==> src/sv/trpm_pkg.sv <==
`timescale 1ns / 1ps

package trpm_pkg;

  // Field and register widths fixed by the interface.
  localparam int TS_W       = 32;
  localparam int MIN_GAP_W  = 20;
  localparam int MAX_PER_W  = 24;
  localparam int HOLD_W     = 8;
  localparam int RPM_W      = 26;
  localparam int ACC_W      = 34;
  localparam int CFG_IDX_W  = 2;
  localparam int CFG_DATA_W = 24;

  // Divider geometry: constant numerator over a divisor of MAX_PER_W bits.
  localparam int DIV_W     = MAX_PER_W;
  localparam int NUM_W     = RPM_W;
  localparam int DIV_STEPS = NUM_W;
  localparam int STEP_W    = $clog2(DIV_STEPS);

  localparam logic [NUM_W-1:0] RPM_NUMERATOR = NUM_W'(60000000);

  // Register reset values.
  localparam logic [MIN_GAP_W-1:0] MIN_GAP_RST = MIN_GAP_W'(2000);
  localparam logic [MAX_PER_W-1:0] MAX_PER_RST = MAX_PER_W'(1000000);
  localparam logic [HOLD_W-1:0]    HOLD_RST    = HOLD_W'(20);

  // Register indexes on the configuration port.
  localparam logic [CFG_IDX_W-1:0] REG_MIN_GAP    = 2'd0;
  localparam logic [CFG_IDX_W-1:0] REG_MAX_PERIOD = 2'd1;
  localparam logic [CFG_IDX_W-1:0] REG_HOLD_TICKS = 2'd2;

  // Item operation codes.
  localparam logic OP_EDGE = 1'b0;
  localparam logic OP_TICK = 1'b1;

  typedef struct packed {
    logic [MIN_GAP_W-1:0] min_gap_us;
    logic [MAX_PER_W-1:0] max_period_us;
    logic [HOLD_W-1:0]    hold_ticks;
  } trpm_cfg_t;

  typedef struct packed {
    logic            op;
    logic [TS_W-1:0] timestamp_us;
    logic            pin_level;
  } trpm_item_t;

  typedef enum logic [2:0] {
    ST_IDLE,
    ST_UPDATE,
    ST_CHECK,
    ST_DIVIDE,
    ST_DONE
  } trpm_state_t;

endpackage

==> src/sv/trpm_regs.sv <==
`timescale 1ns / 1ps

module trpm_regs (
  input  logic                             clk,
  input  logic                             rst_n,
  input  logic                             cfg_valid,
  output logic                             cfg_ready,
  input  logic [trpm_pkg::CFG_IDX_W-1:0]   cfg_index,
  input  logic [trpm_pkg::CFG_DATA_W-1:0]  cfg_data,
  output trpm_pkg::trpm_cfg_t              cfg
);

  trpm_pkg::trpm_cfg_t cfg_r;
  trpm_pkg::trpm_cfg_t cfg_nxt;

  // Writes are to arrive only while the block is idle; the block does not enforce it. The port is always open.
  assign cfg_ready = 1'b1;
  assign cfg       = cfg_r;

  // Decode the register index; unknown indexes are dropped.
  always_comb begin
    cfg_nxt = cfg_r;
    if (cfg_valid) begin
      unique case (cfg_index)
        trpm_pkg::REG_MIN_GAP:
          cfg_nxt.min_gap_us = cfg_data[trpm_pkg::MIN_GAP_W-1:0];
        trpm_pkg::REG_MAX_PERIOD:
          cfg_nxt.max_period_us = cfg_data[trpm_pkg::MAX_PER_W-1:0];
        trpm_pkg::REG_HOLD_TICKS:
          cfg_nxt.hold_ticks = cfg_data[trpm_pkg::HOLD_W-1:0];
        default: cfg_nxt = cfg_r;
      endcase
    end
  end

  always_ff @(posedge clk) begin
    if (!rst_n) begin
      cfg_r.min_gap_us    <= trpm_pkg::MIN_GAP_RST;
      cfg_r.max_period_us <= trpm_pkg::MAX_PER_RST;
      cfg_r.hold_ticks    <= trpm_pkg::HOLD_RST;
    end else begin
      cfg_r <= cfg_nxt;
    end
  end

endmodule

==> src/sv/trpm_state.sv <==
`timescale 1ns / 1ps

module trpm_state #(
  parameter int FILTER_SHIFT = 2,
  parameter int TIME_WIDTH   = 32
) (
  input  logic                            clk,
  input  logic                            rst_n,
  input  logic                            apply,
  input  trpm_pkg::trpm_item_t            item,
  input  trpm_pkg::trpm_cfg_t             cfg,
  output logic [trpm_pkg::ACC_W-1:0]      acc,
  output logic                            hold_nz
);

  localparam int PERIOD_W = (TIME_WIDTH < trpm_pkg::TS_W) ? TIME_WIDTH : trpm_pkg::TS_W;
  localparam int CMP_W    = (TIME_WIDTH > trpm_pkg::MIN_GAP_W) ? TIME_WIDTH
                                                              : trpm_pkg::MIN_GAP_W;
  localparam int ACC_W    = trpm_pkg::ACC_W;

  logic [ACC_W-1:0]               acc_r, acc_nxt;
  logic [PERIOD_W-1:0]            period_r, period_nxt;
  logic [trpm_pkg::HOLD_W-1:0]    hold_r, hold_nxt;
  logic [TIME_WIDTH-1:0]          prev_edge_r, prev_edge_nxt;
  logic [TIME_WIDTH-1:0]          prev_valid_r, prev_valid_nxt;

  logic [TIME_WIDTH-1:0]          ts_w;
  logic [TIME_WIDTH-1:0]          gap;
  logic [TIME_WIDTH-1:0]          period_full;
  logic [CMP_W-1:0]               gap_x;
  logic [CMP_W-1:0]               min_gap_x;
  logic                           edge_ok;
  logic [ACC_W-1:0]               preload;
  logic [ACC_W-1:0]               acc_filt;

  // Timestamp brought to the time counter width.
  generate
    if (TIME_WIDTH <= trpm_pkg::TS_W) begin : g_ts_trunc
      assign ts_w = item.timestamp_us[TIME_WIDTH-1:0];
    end else begin : g_ts_ext
      assign ts_w = {{(TIME_WIDTH - trpm_pkg::TS_W){1'b0}}, item.timestamp_us};
    end
  endgenerate

  // Edge qualification: gap strictly above the minimum and the pin back low.
  assign gap         = ts_w - prev_edge_r;
  assign period_full = ts_w - prev_valid_r;
  assign gap_x       = CMP_W'(gap);
  assign min_gap_x   = CMP_W'(cfg.min_gap_us);
  assign edge_ok     = (gap_x > min_gap_x) && !item.pin_level;

  // Settled filter value for a stream of maximum periods.
  assign preload  = ACC_W'({cfg.max_period_us, {FILTER_SHIFT{1'b0}}});
  // One step of the exponential filter.
  assign acc_filt = acc_r - (acc_r >> FILTER_SHIFT) + ACC_W'(period_r);

  always_comb begin
    acc_nxt        = acc_r;
    period_nxt     = period_r;
    hold_nxt       = hold_r;
    prev_edge_nxt  = prev_edge_r;
    prev_valid_nxt = prev_valid_r;
    if (apply) begin
      if (item.op == trpm_pkg::OP_EDGE) begin
        prev_edge_nxt = ts_w;
        if (edge_ok) begin
          period_nxt     = period_full[PERIOD_W-1:0];
          prev_valid_nxt = ts_w;
          hold_nxt       = cfg.hold_ticks;
          if (hold_r == '0) begin
            acc_nxt = preload;
          end
        end
      end else begin
        if (hold_r != '0) begin
          acc_nxt  = acc_filt;
          hold_nxt = hold_r - 1'b1;
        end else begin
          acc_nxt = '0;
        end
      end
    end
  end

  always_ff @(posedge clk) begin
    if (!rst_n) begin
      acc_r        <= '0;
      period_r     <= '0;
      hold_r       <= '0;
      prev_edge_r  <= '0;
      prev_valid_r <= '0;
    end else begin
      acc_r        <= acc_nxt;
      period_r     <= period_nxt;
      hold_r       <= hold_nxt;
      prev_edge_r  <= prev_edge_nxt;
      prev_valid_r <= prev_valid_nxt;
    end
  end

  assign acc     = acc_r;
  assign hold_nz = (hold_r != '0);

endmodule

==> src/sv/trpm_div.sv <==
`timescale 1ns / 1ps

module trpm_div (
  input  logic                          clk,
  input  logic                          rst_n,
  input  logic                          start,
  input  logic [trpm_pkg::DIV_W-1:0]    divisor,
  output logic                          done,
  output logic [trpm_pkg::NUM_W-1:0]    quotient
);

  localparam int DIV_W  = trpm_pkg::DIV_W;
  localparam int NUM_W  = trpm_pkg::NUM_W;
  localparam int STEP_W = trpm_pkg::STEP_W;

  logic                busy_r, busy_nxt;
  logic                done_r, done_nxt;
  logic [STEP_W-1:0]   step_r, step_nxt;
  logic [DIV_W-1:0]    dvs_r, dvs_nxt;
  logic [DIV_W-1:0]    rem_r, rem_nxt;
  logic [NUM_W-1:0]    quo_r, quo_nxt;

  logic [DIV_W:0]      trial;
  logic [DIV_W:0]      diff;
  logic                fits;

  // Shared subtractor: one restoring step per cycle. The quotient register
  // starts out holding the numerator and shifts quotient bits in from below.
  assign trial = {rem_r, quo_r[NUM_W-1]};
  assign diff  = trial - {1'b0, dvs_r};
  assign fits  = !diff[DIV_W];

  always_comb begin
    busy_nxt = busy_r;
    done_nxt = 1'b0;
    step_nxt = step_r;
    dvs_nxt  = dvs_r;
    rem_nxt  = rem_r;
    quo_nxt  = quo_r;
    if (start) begin
      busy_nxt = 1'b1;
      step_nxt = STEP_W'(trpm_pkg::DIV_STEPS - 1);
      dvs_nxt  = divisor;
      rem_nxt  = '0;
      quo_nxt  = trpm_pkg::RPM_NUMERATOR;
    end else if (busy_r) begin
      rem_nxt  = fits ? diff[DIV_W-1:0] : trial[DIV_W-1:0];
      quo_nxt  = {quo_r[NUM_W-2:0], fits};
      step_nxt = step_r - 1'b1;
      if (step_r == '0) begin
        busy_nxt = 1'b0;
        done_nxt = 1'b1;
      end
    end
  end

  always_ff @(posedge clk) begin
    if (!rst_n) begin
      busy_r <= 1'b0;
      done_r <= 1'b0;
      step_r <= '0;
    end else begin
      busy_r <= busy_nxt;
      done_r <= done_nxt;
      step_r <= step_nxt;
    end
  end

  always_ff @(posedge clk) begin
    dvs_r <= dvs_nxt;
    rem_r <= rem_nxt;
    quo_r <= quo_nxt;
  end

  assign done     = done_r;
  assign quotient = quo_r;

endmodule

==> src/sv/tachometer_rpm_filter_core.sv <==
`timescale 1ns / 1ps

// Filtered tachometer: turns pulse edges and 100 ms ticks into an RPM figure.
// Input channel: one beat per event. in_op selects a pulse edge (with its
// microsecond timestamp and sampled pin level) or a filter tick. A beat is
// taken when in_valid is high and in_stall is low.
// Output channel: every input beat yields exactly one output beat carrying
// out_rpm (0 when no valid measurement) and out_measuring.
// Configuration: cfg_index/cfg_data write min gap, max period and hold
// ticks; cfg_ready is always high. Write only while the block is idle.
// Sequencing: a division runs in the bit-serial divider, one quotient bit
// per cycle, and is skipped when the result is zero. The next input beat
// can be taken in the cycle after the previous result is loaded, so one
// item is worked on at a time. in_stall is high while an item is in
// progress.
// Receiver stall: the output register holds its beat; the next item may be
// taken and worked on meanwhile, and waits at its end until the register
// frees up.
// Reset: all filter state clears, the registers take their defaults, and
// no output beat is pending.
module tachometer_rpm_filter_core #(
  parameter int FILTER_SHIFT = 2,
  parameter int TIME_WIDTH   = 32
) (
  input  logic                             clk,
  input  logic                             rst_n,
  input  logic                             in_valid,
  output logic                             in_stall,
  input  logic                             in_op,
  input  logic [trpm_pkg::TS_W-1:0]        in_timestamp_us,
  input  logic                             in_pin_level,
  output logic                             out_valid,
  input  logic                             out_stall,
  output logic [trpm_pkg::RPM_W-1:0]       out_rpm,
  output logic                             out_measuring,
  input  logic                             cfg_valid,
  output logic                             cfg_ready,
  input  logic [trpm_pkg::CFG_IDX_W-1:0]   cfg_index,
  input  logic [trpm_pkg::CFG_DATA_W-1:0]  cfg_data
);

  localparam int ACC_W = trpm_pkg::ACC_W;
  localparam int AVG_W = ACC_W - FILTER_SHIFT;

  trpm_pkg::trpm_state_t           state_r, state_nxt;
  trpm_pkg::trpm_item_t            item_r, item_nxt;
  trpm_pkg::trpm_cfg_t             cfg;

  logic                            rpm_ok_r, rpm_ok_nxt;
  logic                            out_valid_r, out_valid_nxt;
  logic [trpm_pkg::RPM_W-1:0]      out_rpm_r, out_rpm_nxt;
  logic                            out_meas_r, out_meas_nxt;

  logic                            in_take;
  logic                            apply;
  logic                            div_start;
  logic                            div_done;
  logic [trpm_pkg::NUM_W-1:0]      div_q;
  logic [ACC_W-1:0]                acc;
  logic                            hold_nz;
  logic [AVG_W-1:0]                avg;
  logic                            avg_bad;
  logic                            out_load;

  trpm_regs u_regs (
    .clk       (clk),
    .rst_n     (rst_n),
    .cfg_valid (cfg_valid),
    .cfg_ready (cfg_ready),
    .cfg_index (cfg_index),
    .cfg_data  (cfg_data),
    .cfg       (cfg)
  );

  trpm_state #(
    .FILTER_SHIFT (FILTER_SHIFT),
    .TIME_WIDTH   (TIME_WIDTH)
  ) u_state (
    .clk     (clk),
    .rst_n   (rst_n),
    .apply   (apply),
    .item    (item_r),
    .cfg     (cfg),
    .acc     (acc),
    .hold_nz (hold_nz)
  );

  trpm_div u_div (
    .clk      (clk),
    .rst_n    (rst_n),
    .start    (div_start),
    .divisor  (avg[trpm_pkg::DIV_W-1:0]),
    .done     (div_done),
    .quotient (div_q)
  );

  // Average period and its validity window.
  assign avg     = acc[ACC_W-1:FILTER_SHIFT];
  assign avg_bad = (avg == '0) || (avg > AVG_W'(cfg.max_period_us));

  assign in_stall = (state_r != trpm_pkg::ST_IDLE);
  assign in_take  = in_valid && !in_stall;
  assign apply    = (state_r == trpm_pkg::ST_UPDATE);

  // Sequencer: capture, update state, check range, divide when in range, deliver.
  always_comb begin
    state_nxt  = state_r;
    item_nxt   = item_r;
    rpm_ok_nxt = rpm_ok_r;
    div_start  = 1'b0;
    out_load   = 1'b0;
    unique case (state_r)
      trpm_pkg::ST_IDLE: begin
        if (in_take) begin
          item_nxt.op           = in_op;
          item_nxt.timestamp_us = in_timestamp_us;
          item_nxt.pin_level    = in_pin_level;
          state_nxt             = trpm_pkg::ST_UPDATE;
        end
      end
      trpm_pkg::ST_UPDATE: begin
        state_nxt = trpm_pkg::ST_CHECK;
      end
      trpm_pkg::ST_CHECK: begin
        rpm_ok_nxt = !avg_bad;
        if (avg_bad) begin
          state_nxt = trpm_pkg::ST_DONE;
        end else begin
          div_start = 1'b1;
          state_nxt = trpm_pkg::ST_DIVIDE;
        end
      end
      trpm_pkg::ST_DIVIDE: begin
        if (div_done) begin
          state_nxt = trpm_pkg::ST_DONE;
        end
      end
      trpm_pkg::ST_DONE: begin
        if (!out_valid_r || !out_stall) begin
          out_load  = 1'b1;
          state_nxt = trpm_pkg::ST_IDLE;
        end
      end
      default: state_nxt = trpm_pkg::ST_IDLE;
    endcase
  end

  // Output register: holds a beat until the receiver takes it.
  always_comb begin
    out_rpm_nxt  = out_rpm_r;
    out_meas_nxt = out_meas_r;
    if (out_load) begin
      out_valid_nxt = 1'b1;
      out_rpm_nxt   = rpm_ok_r ? div_q : '0;
      out_meas_nxt  = hold_nz;
    end else if (!out_stall) begin
      out_valid_nxt = 1'b0;
    end else begin
      out_valid_nxt = out_valid_r;
    end
  end

  always_ff @(posedge clk) begin
    if (!rst_n) begin
      state_r     <= trpm_pkg::ST_IDLE;
      out_valid_r <= 1'b0;
    end else begin
      state_r     <= state_nxt;
      out_valid_r <= out_valid_nxt;
    end
  end

  always_ff @(posedge clk) begin
    item_r     <= item_nxt;
    rpm_ok_r   <= rpm_ok_nxt;
    out_rpm_r  <= out_rpm_nxt;
    out_meas_r <= out_meas_nxt;
  end

  assign out_valid     = out_valid_r;
  assign out_rpm       = out_rpm_r;
  assign out_measuring = out_meas_r;

  // A new output beat only appears at the end of an item.
  a_out_from_done: assert property (@(posedge clk) disable iff (!rst_n)
    $rose(out_valid_r) |-> $past(state_r == trpm_pkg::ST_DONE))
    else $error("output beat raised outside the delivery step");

  // The divider only finishes while the sequencer waits for it.
  a_div_done_state: assert property (@(posedge clk) disable iff (!rst_n)
    div_done |-> (state_r == trpm_pkg::ST_DIVIDE))
    else $error("divider finished while the sequencer was not waiting");

  // The quotient can never exceed the numerator.
  a_rpm_range: assert property (@(posedge clk) disable iff (!rst_n)
    out_valid_r |-> (out_rpm_r <= trpm_pkg::RPM_NUMERATOR))
    else $error("rpm result out of range");

  // A division is only started on an in-range average.
  a_div_start_ok: assert property (@(posedge clk) disable iff (!rst_n)
    div_start |-> !avg_bad)
    else $error("division started on an invalid average");

endmodule

==> config.mk <==
export PLATFORM = sky130hd
export DESIGN_NAME = tachometer_rpm_filter_core
export DESIGN_NICKNAME = d
export VERILOG_FILES = /design/src/sv/trpm_pkg.sv /design/src/sv/trpm_regs.sv /design/src/sv/trpm_state.sv /design/src/sv/trpm_div.sv /design/src/sv/tachometer_rpm_filter_core.sv
export SDC_FILE = /design/constraint.sdc
export NUM_CORES = 1
export LEC_CHECK = 0
export ABC_CLOCK_PERIOD_IN_PS = 7900
export BUFFER_PORTS_ARGS = -buffer_cell sky130_fd_sc_hd__clkbuf_2
export CORE_ASPECT_RATIO = 2
export CORE_MARGIN = 2
export CORE_UTILIZATION = 45
export DETAILED_ROUTE_END_ITERATION = 6
export GPL_TIMING_DRIVEN = 1
export SKIP_LAST_GASP = 1
export SYNTH_ARGS = -nofsm -noshare
export SYNTH_HDL_FRONTEND = slang
export SYNTH_SLANG_ARGS = --single-unit
==> constraint.sdc <==
create_clock -name clk -period 7.9 [get_ports clk]
set_clock_uncertainty 0.15 [all_clocks]
set_input_delay 0.79 -clock clk [delete_from_list [all_inputs] [get_ports clk]]
set_output_delay 0.79 -clock clk [all_outputs]
set_load 0.02 [all_outputs]
==> impl_results.md <==
- Share of flip-flops with an asynchronous set or reset: 0
- Total of endpoints with negative setup slack in the final report: 0
- Initial standard-cell utilization of the core: 0.4546
- Min-Delay Startpoint: in_timestamp_us[10]
- Cell family contributing the most delay on the critical path: compound AO/OA/AOI/OAI gates
- Total Routed Length: 54.48 mm
- Worst Path Max Fanout: 25
- Area of the core region: ~0.046 sq mm
- Antenna violations before repair: 0
- Number of cell instances on the worst register-to-register path: 25
- Number of global-route vias before repair: around 17000
- Critical path buffers and inverters: 0
- Number of buffer cells added on primary ports: 93
- Element type at the critical path start: register
- Start-to-end type of the worst setup path: reg -> reg
- Worst-case hold path end point: item_r[11]$_DFFE_PP_
- Post-route DRC: 0
- Number of placed I/O pins: 95
- Register area share after synthesis: 0.3662
- Max Root-Sink Buffers: 3
- Prevailing post-synth register cell: dfxtp_1
- HPWL after detailed placement: 42.11 mm
- Clk pin slew, worst setup/hold paths: 70 ps
- Number of buffers created by CTS: 34
- Number of hold-slack violations in the final timing report: 0
- Portion of the clock cycle consumed by the worst path in the final layout: 0.8656
- Clk Latency, worst-skew pair: 550 ps
- Fin worst setup slack: 1062 ps
- Growth of design area from synthesis to finish: 10.12%
- DR WL/cell: 17.77 um
- Finished Core Util: 0.5006
- DR vias/cell: 5.553
- Die width: approximately 160 um
- Layout filler cell count: 4378
- Actual transition at the worst max-transition pin: 1211 ps
- Place WS: 1107 ps
- Remaining antenna violation count after routing: 0
- Type of the worst min-delay path: in -> reg
- Synthesized cell area: 0.02077 sq mm
- Type of element capturing the critical path: register
- Basic-gate share of the synthesized area counting and, or, nand and nor cells: 0.1537
- Number of detailed-routing iterations run before antenna repair: 5
- TritonCTS clock tree: built
- Total global routing track utilization: 0.2267
- Worst vdd rail ir drop: 0.2348 mV
- Delay of the slowest cell on the worst path: 590 ps
- Maximum number of pins on one net before global-route repair: 95
- Syn Area/Cell: 8.573 sq um
- M1 wire length: 19.31 mm
- Synthesized-area fraction occupied by ao, oa, aoi and oai cells: 0.1828
- Status: completed
- Total Nets Final: 2743
- Unique cell type count in the Yosys netlist: 77
- Fmax: 146.2 MHz
- Remaining Overflow, GRT: 0
- Start of the worst register-to-register path: item_r[5]$_DFFE_PP_
- Die H: a little over 300 um
- Max cap viols: 0
- Commonest cells after routing, fill and taps aside: inv_1, dfxtp_1, a21oi_1
- Slack of the worst reg-to-reg path: 1060 ps
- Worst slew margin: 0.1814
- Source of the critical timing path: item_r[5]$_DFFE_PP_
- Clk sink count: 337
- Post-synth EDFFs: 86
- Total number of vias: 17020
- Critical Path RT: 8120 ps
- Highest Signal Layer: met4
- # Post-CTS Setup Buffers: 0
- Parity-gate share of the synthesized area counting xor and xnor cells: 0.04048
- Endpoint of the worst-slack reg-to-reg timing path: u_state.acc[5]$_SDFFE_PN0P_
- N_diodes: 0
- Net count of the mapped netlist: 2692
- Synth Register Bits: 337
- DP Area: 0.02170 sq mm
- Number of buffers added to fix hold violations after cts: 0
- Wire length of the first global-routing pass: 86.29 mm
- Detail Route met2 WL: 29.85 mm
- WL met3: ~1.6 mm
- Synthesized netlist cell count: 2423
- Main combinational cell family by area after synthesis: compound AO/OA/AOI/OAI gates
- Warning count from the yosys run: 0
- Most repeated library cell on the critical path: a21oi_1
- Leakage dissipation: 9.709 nW
- Pwr Density: 462.5 mW/mm^2
- CP max stage cell: a21o_1
- Root Buffer Master: clkbuf_16
- Violation count after the first detailed-routing iteration: 733
- Row count: 111
- Setup Total Neg Slack: 0 ps
- Resize count post-CTS: 0
- Clock period minus final worst setup slack: about 7000 ps
- Proportion of synthesized area in mux cells: 0.04596
- Unrepaired setup endpoints after global routing: false
- Min-Delay Path Depth: 1
- Max-slew violation count: 0
- Leading cell type in the layout, fill and taps excluded: inv_1
- Post-Synth Adder-Cell Area: 0.1355
- Ratio of cells with drive above 1 in the final layout: 0.07680
- Worst path arrival time: about 7100 ps
- Number of levels in the clock H-tree: 2
- Area of all placed cells without fillers: 0.02287 sq mm
- Global placer's final weighted congestion: 0.9203
- Die outline area: 0.04800 sq mm
[synth_stat cells (26+ instances only)]
cell	n	share of area
inv_1	302	0.055
dfxtp_1	251	0.24
a21oi_1	249	0.060
nand2_1	238	0.043
nor2_1	184	0.033
ha_1	169	0.10
mux2i_1	92	0.044
edfxtp_1	86	0.12
o21ai_0	80	0.019
clkbuf_1	76	0.014
xnor2_1	66	0.028
a21o_1	58	0.021
nor3_1	58	0.014
nand3_1	36	0.0087
fa_1	35	0.034
and2_1	30	0.0090
xor2_1	30	0.013
nand4_1	26	0.0078
[stage by stage]
step	instances	hold slack (ps)	power (W)
finish	3065	266.1	0.01058
global route	3065	253.2	0.01147
CTS	3065	242.7	0.01064
floorplan	2423	281.9	0.007345
global placement	3003	291.7	0.008793
detailed placement	3003	296.5	0.008914
[report_power, final]
group | total [W] | switching (W) | internal (W)
sequential | 0.00261 | 0.000385 | 0.00223
clock | 0.00170 | 0.000728 | 0.000970
combinational | 0.00627 | 0.00371 | 0.00256
total | 0.0106 | 0.00482 | 0.00576
[worst max path at each step]
stage,to,slack (ps),depth (start not counted)
2_1_floorplan,u_state.hold_r[5]$_SDFFE_PN0P_,2070,27
3_3_place_gp,u_state.prev_valid_r[3]$_SDFFE_PN0P_,1120,26
3_5_place_dp,u_state.prev_valid_r[3]$_SDFFE_PN0P_,1110,26
4_1_cts,u_state.prev_valid_r[10]$_SDFFE_PN0P_,1080,26
5_1_grt,u_state.acc[3]$_SDFFE_PN0P_,300,25
6_report,u_state.acc[5]$_SDFFE_PN0P_,1060,25
[kinds of logic (layout without fill, tap and decap cells)]
kind of cell             after synthesis  after routing
AO/OA/AOI/OAI                        604            604
flip-flops                           337            337
buffers and inverters                399            476
multiplexers                          95             95
XOR/XNOR                              96             96
adder cells (fa/ha/maj)              204            204
AND/OR/NAND/NOR                      687            687
other                                  1              1
[sequential cells by signal, indices dropped and copies added, names as in the netlist]
register and cells:
u_regs.cfg 52, item_r 34, u_state.acc 34, u_state.period_r 32
u_state.prev_edge_r 32, u_state.prev_valid_r 32, out_rpm 26, u_div.quotient 26
u_div.dvs_r 24, u_div.rem_r 24, u_state.hold_r 8, u_div.step_r 5
state_r 3, out_measuring 1, out_valid 1, rpm_ok_r 1
u_div.busy_r 1, u_div.done 1
[layer usage]
| metal | vias up | track usage |
|---|---|---|
| met1 | 8053 | 0.2166 |
| met3 | 148 | 0.02280 |
| met2 | 343 | 0.4508 |
| met5 | - | 0 |
| met4 | 0 | 0.1406 |
| li1 | 8475 | - |
[final cells by class]
| cell class | count | area [sq um] | share of cell area |
|---|---|---|---|
| Sequential cell | 337 | 7609 | 0.3326 |
| Clock buffer | 46 | 999.7 | 0.04370 |
| Inverter | 304 | 1146 | 0.05010 |
| Multi-Input combinational cell | 1687 | 11640 | 0.5088 |
| Timing Repair Buffer | 110 | 605.6 | 0.02647 |
| Tap cell | 565 | 706.9 | 0.03090 |
| Clock inverter | 16 | 170.2 | 0.007439 |
No activity file was read; power rests on OpenSTA's default activity.
